===== config.mk =====
export PLATFORM = sky130hd
export DESIGN_NAME = prefixed_integer_text_parser_unit
export DESIGN_NICKNAME = d
export VERILOG_FILES = /design/src/pitp_pkg.sv /design/src/prefixed_integer_text_parser_unit.sv /design/src/pitp_front.sv /design/src/pitp_queue.sv /design/src/pitp_back.sv
export SDC_FILE = /design/constraint.sdc
export NUM_CORES = 1
export LEC_CHECK = 0
export ABC_AREA = 1
export BUFFER_PORTS_ARGS = -buffer_cell sky130_fd_sc_hd__buf_2
export CORE_MARGIN = 2
export CORE_UTILIZATION = 55
export CTS_CLUSTER_SIZE = 16
export DETAILED_ROUTE_END_ITERATION = 16
export PLACE_DENSITY = 0.72
export SYNTH_ARGS = -nofsm -noshare
export SYNTH_HDL_FRONTEND = slang
export SYNTH_SLANG_ARGS = --single-unit

===== constraint.sdc =====
create_clock -name clk -period 6.55 [get_ports clk]
set_input_delay 0 -clock clk [delete_from_list [all_inputs] [get_ports clk]]
set_output_delay 0 -clock clk [all_outputs]
set_load 0.01 [all_outputs]

===== src/pitp_pkg.sv =====
// shared types, constants and helpers of the prefixed integer text parser
package pitp_pkg;

    localparam int unsigned DEF_MAX_UNIT_BYTES = 4;
    localparam int unsigned UNIT_CMP_W         = 4;
    localparam int unsigned ACC_W              = 31;
    localparam int unsigned APB_ADDR_W         = 3;
    localparam int unsigned QUEUE_DEPTH        = 2;

    localparam logic [0:0] REG_UNIT_BYTES      = 1'b0;
    localparam logic [0:0] REG_HIGH_BYTE_FIRST = 1'b1;

    localparam logic [7:0] CH_SPACE = 8'h20;
    localparam logic [7:0] CH_TAB   = 8'h09;
    localparam logic [7:0] CH_MINUS = 8'h2d;
    localparam logic [7:0] CH_PLUS  = 8'h2b;
    localparam logic [7:0] CH_ZERO  = 8'h30;
    localparam logic [7:0] CH_NINE  = 8'h39;
    localparam logic [7:0] CH_LO_A  = 8'h61;
    localparam logic [7:0] CH_LO_F  = 8'h66;
    localparam logic [7:0] CH_UP_A  = 8'h41;
    localparam logic [7:0] CH_UP_F  = 8'h46;
    localparam logic [7:0] CH_LO_X  = 8'h78;
    localparam logic [7:0] CH_UP_X  = 8'h58;
    localparam logic [7:0] CH_LO_B  = 8'h62;
    localparam logic [7:0] CH_UP_B  = 8'h42;

    localparam logic [4:0] NOT_DIGIT = 5'd16;

    typedef enum logic [4:0] {
        PH_LEAD   = 5'b00001,
        PH_ZERO   = 5'b00010,
        PH_POST   = 5'b00100,
        PH_DIGITS = 5'b01000,
        PH_DONE   = 5'b10000
    } phase_t;

    typedef enum logic [1:0] {
        RADIX_DEC = 2'd0,
        RADIX_HEX = 2'd1,
        RADIX_OCT = 2'd2,
        RADIX_BIN = 2'd3
    } radix_t;

    typedef struct packed {
        logic       use_char;
        logic       last;
        logic       is_blank;
        logic       is_minus;
        logic       is_plus;
        logic       is_zero;
        logic       is_x;
        logic       is_b;
        logic [4:0] digit;
    } char_item_t;

    function automatic logic [4:0] digit_of(input logic [7:0] c);
        logic [4:0] d;
        d = NOT_DIGIT;
        if (c >= CH_ZERO && c <= CH_NINE)
        begin
            d = 5'(c - CH_ZERO);
        end
        else if (c >= CH_LO_A && c <= CH_LO_F)
        begin
            d = 5'(c - CH_LO_A + 8'd10);
        end
        else if (c >= CH_UP_A && c <= CH_UP_F)
        begin
            d = 5'(c - CH_UP_A + 8'd10);
        end
        return d;
    endfunction

    function automatic logic [4:0] radix_value(input radix_t r);
        logic [4:0] v;
        case (r)
            RADIX_HEX: v = 5'd16;
            RADIX_OCT: v = 5'd8;
            RADIX_BIN: v = 5'd2;
            default:   v = 5'd10;
        endcase
        return v;
    endfunction

endpackage


===== src/prefixed_integer_text_parser_unit.sv =====
// top level of the prefixed integer text parser with its configuration registers
//
// channel   direction  transfer when          payload
// s_axis    in         tvalid & tready        tdata = byte_in, tlast = last_byte
// m_axis    out        tvalid & tready        tdata = number, tuser = overflowed
// apb       in         psel&penable&pwrite    unit_bytes at 0, high_byte_first at 4
//
// one byte per cycle while s_axis_tready is high; the front end classifies it on arrival
// unless stalled, the back end takes one queued character per cycle via one shift-add unit
// m_axis_tvalid is registered and rises once the back end pops the character marked tlast
// stalls on m_axis hold the back end; the two-entry queue then fills and drops s_axis_tready
// reset clears parse state and sets unit_bytes to 1, high_byte_first to 0
module prefixed_integer_text_parser_unit
    import pitp_pkg::*;
#(
    parameter int unsigned MAX_UNIT_BYTES = DEF_MAX_UNIT_BYTES
)
(
    input  logic                  clk,
    input  logic                  rst_n,
    input  logic                  s_axis_tvalid,
    output logic                  s_axis_tready,
    input  logic [7:0]            s_axis_tdata,  // [7:0] byte_in
    input  logic                  s_axis_tlast,
    output logic                  m_axis_tvalid,
    input  logic                  m_axis_tready,
    output logic [31:0]           m_axis_tdata,  // [31:0] number
    output logic                  m_axis_tuser,  // [0] overflowed
    input  logic                  psel,
    input  logic                  penable,
    input  logic                  pwrite,
    input  logic [APB_ADDR_W-1:0] paddr,
    input  logic [31:0]           pwdata,
    output logic [31:0]           prdata,
    output logic                  pready
);

    logic [2:0] unit_bytes_val_reg;
    logic       hbf_reg;
    logic       cfg_wr;
    logic       in_fire;
    logic       push;
    char_item_t push_item;
    char_item_t head;
    logic       not_empty;
    logic       not_full;
    logic       pop;
    logic [1:0] q_count;

    assign pready        = 1'b1;
    assign cfg_wr        = psel && penable && pwrite && pready;
    assign s_axis_tready = not_full;
    assign in_fire       = s_axis_tvalid && s_axis_tready;

    always_comb
    begin
        case (paddr[2])
            REG_UNIT_BYTES: prdata = {29'd0, unit_bytes_val_reg};
            default:        prdata = {31'd0, hbf_reg};
        endcase
    end

    always_ff @(posedge clk or negedge rst_n)
    begin
        if (!rst_n)
        begin
            unit_bytes_val_reg <= 3'd1;
            hbf_reg            <= 1'b0;
        end
        else if (cfg_wr)
        begin
            case (paddr[2])
                REG_UNIT_BYTES: unit_bytes_val_reg <= pwdata[2:0];
                default:        hbf_reg            <= pwdata[0];
            endcase
        end
    end

    pitp_front #(
        .MAX_UNIT_BYTES(MAX_UNIT_BYTES)
    ) u_front (
        .clk             (clk),
        .rst_n           (rst_n),
        .unit_bytes      (unit_bytes_val_reg),
        .high_byte_first (hbf_reg),
        .in_fire         (in_fire),
        .byte_in         (s_axis_tdata),
        .last_byte       (s_axis_tlast),
        .push            (push),
        .item            (push_item)
    );

    pitp_queue u_queue (
        .clk       (clk),
        .rst_n     (rst_n),
        .push      (push),
        .push_item (push_item),
        .pop       (pop),
        .head      (head),
        .not_empty (not_empty),
        .not_full  (not_full),
        .count     (q_count)
    );

    pitp_back u_back (
        .clk        (clk),
        .rst_n      (rst_n),
        .item_valid (not_empty),
        .item       (head),
        .item_pop   (pop),
        .out_valid  (m_axis_tvalid),
        .out_ready  (m_axis_tready),
        .number     (m_axis_tdata),
        .overflowed (m_axis_tuser)
    );

    // an overflowed result always carries zero
    assert property (@(posedge clk) disable iff (!rst_n)
        m_axis_tvalid && m_axis_tuser |-> m_axis_tdata == 32'd0)
        else $error("overflowed result with non-zero number");

    assert property (@(posedge clk) disable iff (!rst_n)
        q_count <= 2'(QUEUE_DEPTH))
        else $error("character queue count out of range");

    // the unit size register follows a write to its address
    assert property (@(posedge clk) disable iff (!rst_n)
        cfg_wr && paddr[2] == REG_UNIT_BYTES
        |=> unit_bytes_val_reg == $past(pwdata[2:0]))
        else $error("unit size register not updated by write");

    // the character marked last is never popped while a result is stalled on m_axis
    assert property (@(posedge clk) disable iff (!rst_n)
        m_axis_tvalid && !m_axis_tready |-> !pop || !head.last)
        else $error("result overwritten while stalled");

endmodule


===== src/pitp_front.sv =====
// front end: code unit byte selection and character classification
module pitp_front
    import pitp_pkg::*;
#(
    parameter int unsigned MAX_UNIT_BYTES = DEF_MAX_UNIT_BYTES
)
(
    input  logic             clk,
    input  logic             rst_n,
    input  logic [2:0]       unit_bytes,
    input  logic             high_byte_first,
    input  logic             in_fire,
    input  logic [7:0]       byte_in,
    input  logic             last_byte,
    output logic             push,
    output char_item_t       item
);

    localparam int unsigned PW = (MAX_UNIT_BYTES > 1) ? $clog2(MAX_UNIT_BYTES) : 1;

    logic [PW-1:0]         pos_reg;
    logic [PW-1:0]         pos_next;
    logic [UNIT_CMP_W-1:0] unit_raw;
    logic [UNIT_CMP_W-1:0] unit_eff;
    logic [UNIT_CMP_W-1:0] unit_m1;
    logic [UNIT_CMP_W-1:0] sel;
    logic [UNIT_CMP_W-1:0] pos_ext;

    always_comb
    begin
        unit_raw = UNIT_CMP_W'(unit_bytes);
        if (unit_raw == '0)
        begin
            unit_eff = UNIT_CMP_W'(1);
        end
        else if (unit_raw > UNIT_CMP_W'(MAX_UNIT_BYTES))
        begin
            unit_eff = UNIT_CMP_W'(MAX_UNIT_BYTES);
        end
        else
        begin
            unit_eff = unit_raw;
        end
        unit_m1 = unit_eff - UNIT_CMP_W'(1);
        sel     = high_byte_first ? unit_m1 : '0;
        pos_ext = UNIT_CMP_W'(pos_reg);
        if (last_byte || pos_ext >= unit_m1)
        begin
            pos_next = '0;
        end
        else
        begin
            pos_next = pos_reg + PW'(1);
        end
    end

    always_comb
    begin
        item.use_char = (pos_ext == sel);
        item.last     = last_byte;
        item.is_blank = (byte_in == CH_SPACE) || (byte_in == CH_TAB);
        item.is_minus = (byte_in == CH_MINUS);
        item.is_plus  = (byte_in == CH_PLUS);
        item.is_zero  = (byte_in == CH_ZERO);
        item.is_x     = (byte_in == CH_LO_X) || (byte_in == CH_UP_X);
        item.is_b     = (byte_in == CH_LO_B) || (byte_in == CH_UP_B);
        item.digit    = digit_of(byte_in);
        push          = in_fire && (item.use_char || last_byte);
    end

    always_ff @(posedge clk or negedge rst_n)
    begin
        if (!rst_n)
        begin
            pos_reg <= '0;
        end
        else if (in_fire)
        begin
            pos_reg <= pos_next;
        end
    end

endmodule


===== src/pitp_queue.sv =====
// two-entry queue of classified characters between front and back end
module pitp_queue
    import pitp_pkg::*;
(
    input  logic       clk,
    input  logic       rst_n,
    input  logic       push,
    input  char_item_t push_item,
    input  logic       pop,
    output char_item_t head,
    output logic       not_empty,
    output logic       not_full,
    output logic [1:0] count
);

    char_item_t mem_reg [QUEUE_DEPTH];
    logic       wr_ptr_reg;
    logic       rd_ptr_reg;
    logic [1:0] count_reg;
    logic       do_push;
    logic       do_pop;

    assign not_empty = (count_reg != 2'd0);
    assign not_full  = (count_reg != 2'(QUEUE_DEPTH));
    assign do_push   = push && not_full;
    assign do_pop    = pop && not_empty;
    assign head      = mem_reg[rd_ptr_reg];
    assign count     = count_reg;

    always_ff @(posedge clk)
    begin
        if (do_push)
        begin
            mem_reg[wr_ptr_reg] <= push_item;
        end
    end

    always_ff @(posedge clk or negedge rst_n)
    begin
        if (!rst_n)
        begin
            wr_ptr_reg <= 1'b0;
            rd_ptr_reg <= 1'b0;
            count_reg  <= 2'd0;
        end
        else
        begin
            if (do_push)
            begin
                wr_ptr_reg <= ~wr_ptr_reg;
            end
            if (do_pop)
            begin
                rd_ptr_reg <= ~rd_ptr_reg;
            end
            case ({do_push, do_pop})
                2'b10:   count_reg <= count_reg + 2'd1;
                2'b01:   count_reg <= count_reg - 2'd1;
                default: count_reg <= count_reg;
            endcase
        end
    end

endmodule


===== src/pitp_back.sv =====
// back end: parse state machine, digit accumulation and result register
module pitp_back
    import pitp_pkg::*;
(
    input  logic        clk,
    input  logic        rst_n,
    input  logic        item_valid,
    input  char_item_t  item,
    output logic        item_pop,
    output logic        out_valid,
    input  logic        out_ready,
    output logic [31:0] number,
    output logic        overflowed
);

    phase_t            phase_reg, phase_next;
    logic [ACC_W-1:0]  acc_reg, acc_next;
    logic              neg_reg, neg_next;
    radix_t            radix_reg, radix_next;
    logic              ovf_reg, ovf_next;
    logic              out_valid_reg;
    logic [31:0]       number_reg;
    logic              ovf_out_reg;

    radix_t            radix_eff;
    logic [4:0]        base;
    logic [ACC_W+3:0]  prod;
    logic [ACC_W+4:0]  sum;
    logic              digit_ok;
    logic              sum_ovf;
    logic              back_ready;
    logic [31:0]       mag;

    assign back_ready = !out_valid_reg || out_ready;
    assign item_pop   = item_valid && back_ready;
    assign out_valid  = out_valid_reg;
    assign number     = number_reg;
    assign overflowed = ovf_out_reg;

    // after a bare zero the base becomes octal for the same character
    always_comb
    begin
        radix_eff = radix_reg;
        if (phase_reg == PH_ZERO && !item.is_x && !item.is_b)
        begin
            radix_eff = RADIX_OCT;
        end
        base = radix_value(radix_eff);
        case (radix_eff)
            RADIX_HEX: prod = {acc_reg, 4'b0};
            RADIX_OCT: prod = {1'b0, acc_reg, 3'b0};
            RADIX_BIN: prod = {3'b0, acc_reg, 1'b0};
            default:   prod = {1'b0, acc_reg, 3'b0} + {3'b0, acc_reg, 1'b0};
        endcase
        sum      = {1'b0, prod} + (ACC_W+5)'(item.digit);
        digit_ok = (item.digit < base);
        sum_ovf  = (sum[ACC_W+4:ACC_W] != '0);
    end

    always_comb
    begin
        phase_next = phase_reg;
        acc_next   = acc_reg;
        neg_next   = neg_reg;
        radix_next = radix_reg;
        ovf_next   = ovf_reg;
        if (item.use_char)
        begin
            unique case (phase_reg)
                PH_LEAD:
                begin
                    if (item.is_minus)
                    begin
                        neg_next   = 1'b1;
                        phase_next = PH_POST;
                    end
                    else if (item.is_plus)
                    begin
                        phase_next = PH_POST;
                    end
                    else if (item.is_zero)
                    begin
                        phase_next = PH_ZERO;
                    end
                    else if (!item.is_blank)
                    begin
                        phase_next = PH_DIGITS;
                    end
                end
                PH_ZERO:
                begin
                    radix_next = radix_eff;
                    if (item.is_x)
                    begin
                        radix_next = RADIX_HEX;
                        phase_next = PH_POST;
                    end
                    else if (item.is_b)
                    begin
                        radix_next = RADIX_BIN;
                        phase_next = PH_POST;
                    end
                    else if (item.is_blank)
                    begin
                        phase_next = PH_POST;
                    end
                    else
                    begin
                        phase_next = PH_DIGITS;
                    end
                end
                PH_POST:
                begin
                    if (!item.is_blank)
                    begin
                        phase_next = PH_DIGITS;
                    end
                end
                PH_DIGITS:
                begin
                    phase_next = PH_DIGITS;
                end
                PH_DONE:
                begin
                    phase_next = PH_DONE;
                end
                default:
                begin
                    phase_next = PH_DONE;
                end
            endcase
            // a digit is taken wherever the character moves into or stays in the digit phase
            if (phase_next == PH_DIGITS)
            begin
                if (!digit_ok)
                begin
                    phase_next = PH_DONE;
                end
                else if (sum_ovf)
                begin
                    acc_next   = '0;
                    ovf_next   = 1'b1;
                    phase_next = PH_DONE;
                end
                else
                begin
                    acc_next = sum[ACC_W-1:0];
                end
            end
        end
        mag = {1'b0, acc_next};
    end

    always_ff @(posedge clk)
    begin
        if (item_pop && item.last)
        begin
            number_reg  <= neg_next ? (32'd0 - mag) : mag;
            ovf_out_reg <= ovf_next;
        end
    end

    always_ff @(posedge clk or negedge rst_n)
    begin
        if (!rst_n)
        begin
            phase_reg     <= PH_LEAD;
            acc_reg       <= '0;
            neg_reg       <= 1'b0;
            radix_reg     <= RADIX_DEC;
            ovf_reg       <= 1'b0;
            out_valid_reg <= 1'b0;
        end
        else
        begin
            if (item_pop)
            begin
                if (item.last)
                begin
                    phase_reg <= PH_LEAD;
                    acc_reg   <= '0;
                    neg_reg   <= 1'b0;
                    radix_reg <= RADIX_DEC;
                    ovf_reg   <= 1'b0;
                end
                else
                begin
                    phase_reg <= phase_next;
                    acc_reg   <= acc_next;
                    neg_reg   <= neg_next;
                    radix_reg <= radix_next;
                    ovf_reg   <= ovf_next;
                end
            end
            if (item_pop && item.last)
            begin
                out_valid_reg <= 1'b1;
            end
            else if (out_ready)
            begin
                out_valid_reg <= 1'b0;
            end
        end
    end

endmodule

==> flow_summary.ini <==
[outcome]
outcome = completed

[die]
core_area_sq_um = 19500
fp-row-count = 51
dieArea_sq_um = 21100
die_h_um = 145
initial_utilization_pct = 56.3
top_level_ports = 119
die_w_um = 145

[clock_tree]
cts_tree = yes
cts_buffer_depth = 2
cts-root-buf = clkbuf_16
cts.htree.levels = 3
clk_pin_slew_worst_paths_ns = 0.08
clk_latency_ns = 0.36
numCtsBuffers = 9
cts_num_sinks = 110

[setup_path]
endpoint_kind = flip-flop
reg2reg_slack_ns = 0.64
r2r_start = u_back.phase_reg[3]
arrival_ns = 6.01
crit_path_max_incr_delay_ns = 0.40
cp.required_ns = 6.66
critPathMaxFanout = 11
timing_worst_setup_path_type = flip-flop to flip-flop
crit_path_frequent_cell = nand2_1
critPathTopFamily = simple AND/OR/NAND/NOR gates
start_kind = flip-flop
critPathBufInv = 8
slowest_stage = dfrtp_1
startpoint = u_back.phase_reg[3]

[detailed_routing]
drcViolationCount = 0
wl_per_cell_um = 15.0
routed_wl_um = 30100
drtIter0Drc = 774
num_vias = 10800
dr.pass1.iters = 6
drtAntennaViolNets = 0
detail_route.vias_per_cell = 5.41

[timing]
finClkSkew_ns = 0.00746
tns_ns = 0
finalSetupViolCount = 0
min_period_ns = 5.91
max_slew_margin_pct = 20.0
fin_crit_sh_pct = 90.2
tightest_slew_ns = 1.20
clock.fmax_mhz = 169
worst_slack_ns = 0.644
timing.hold.ws_ns = 0.0191
finalMaxSlewViolations = 0
final_hold_viol_count = 0
rsz0062_at_grt = no

[place]
hpwl_um = 23500
dp_slack_ns = 0.445
gp_congestion = 0.991
placed_area_sq_um = 11400
port_buffers = 57

[yosys]
yosys.area.top_type = nand2_1
async_reset_ff_share_pct = 46.4
syn_avg_cell_area_sq_um = 6.57
yosys_most_used_dff = edfxtp_1
synthTopCellsByArea = nand2_1 (17%), edfxtp_1 (16%), dfrtp_1 (11%)
syn_inst = 1671
synth_area_sq_um = 11000
yosys.cell_count.top_type = nand2_1
synth_top_area_share_pct = 16.6
ys_ff_latch = 110
synthTopCellsByCount = nand2_1 (485), inv_1 (274), nor2_1 (187)
synth_edf_count = 59
yosys_warnings = 0
yosysUniqueCellTypes = 54
ys_seq_area_share_pct = 27.8

[power]
p_leak_nw = 6.14
vdd.ir_drop.worst_uv = 334
power-per-cell-area_nw_per_um2 = 263

[finish]
n_antenna_cell = 0
seq_area_sq_um = 3050
largest_reg_flops = 32
stdcell_area_sq_um = 11800
drive_gt1_share_pct = 11.5
areaGrowthSynthToFinish_pct = 7.78
final.fill_count = 1863
multi_input_area_sq_um = 6570
num-nets-final = 1834

[grt]
antenna_found_initial = 0
grt_first_pass_wirelength_um = 49200
grt_start_max_net_pins = 52
grt_overflow = 0
grt_pass1_vias = 10300
grt_use_total_pct = 28.5

[hold_path]
hold_start = s_axis_tvalid
hp-class = primary input to flip-flop

[flow_run]
max_cap_violations = 0
[power breakdown]
part	internal [mW]	switching [mW]	leakage, nW
Sequential	0.955	0.0745	1.25
Clock	0.267	0.282	0.142
Combinational	0.482	1.05	4.75
[placed cells by master (no fill, tap or decap), drive strengths merged, types with 23 or more instances in the layout]
| master | instances |
|---|---|
| ha | 50 |
| nand4 | 29 |
| buf | 76 |
| o21ai | 45 |
| nand2 | 503 |
| dfrtp | 49 |
| nand3 | 119 |
| edfxtp | 59 |
| conb | 30 |
| o221ai | 23 |
| xor2 | 30 |
| inv | 287 |
| nor2 | 229 |
| a21oi | 49 |
| o22ai | 36 |
[cells by family after synthesis]
family,after synthesis,share of synthesized area (%)
AND/OR/NAND/NOR,916,37.0
XOR/XNOR,44,3.51
buffers and inverters,352,13.7
multiplexers,5,0.456
AO/OA/AOI/OAI,190,11.4
adder cells (fa/ha/maj),52,6.06
other,2,0.0684
flip-flops,110,27.8
[metrics by stage]
stage,utilization (%),power [mW],instances
after floorplan,-,2.12,1699
after global placement,58.3,2.49,1969
after detailed placement,58.3,2.52,1969
after CTS,60.3,3.08,1994
after global routing,60.6,3.33,2001
final,60.6,3.11,2001
[path summary, 6_finish.rpt]
kind | to | cells past startpoint
max | u_back.number[18] | 39
min | u_front.pos_reg[1] | 4
max reg2reg | u_back.number[18] | 39
min reg2reg | u_back.radix_reg[0] | 1
max in group asynchronous | u_queue.rd_ptr_reg | 3
min in group asynchronous | u_back.acc_reg[29] | 3
[final cells by class]
class | count | share of cell area [%]
repair buffers | 85 | 4.48
flip-flops and latches | 110 | 25.8
clock inverters | 6 | 0.476
well taps | 265 | 2.80
multi-input cells | 1239 | 55.5
clock buffers | 10 | 1.93
inverters | 286 | 9.07
[metal layers]
metal / up-vias / track usage (%) / part of all wire [%]
li1: 5448 / - / -
met3: 84 / 3.01 / 6.0
met1: 4899 / 34.8 / 41
met2: 385 / 50.8 / 48
met5: - / 0 / 0
met4: 0 / 13.0 / 4.7
[worst reg2reg max path: cells and delay by family, from the launching register on]
kind	cells	cell delay [ns]
flops	1	0.40
simple gates	24	2.85
fa+ha+maj	3	0.84
xor+xnor	1	0.20
compound gates	3	0.52
buf+inv	8	0.83
[repair_timing]
item | 4_1_cts | 5_1_grt
hold buffers | 9 | 0
endpoints found under the setup margin | 0 | 26
gates resized for setup | 0 | 2
setup buffers | 0 | 5
hold endpoints to repair | 59 | 0
Power figures use the tool's default switching activity.
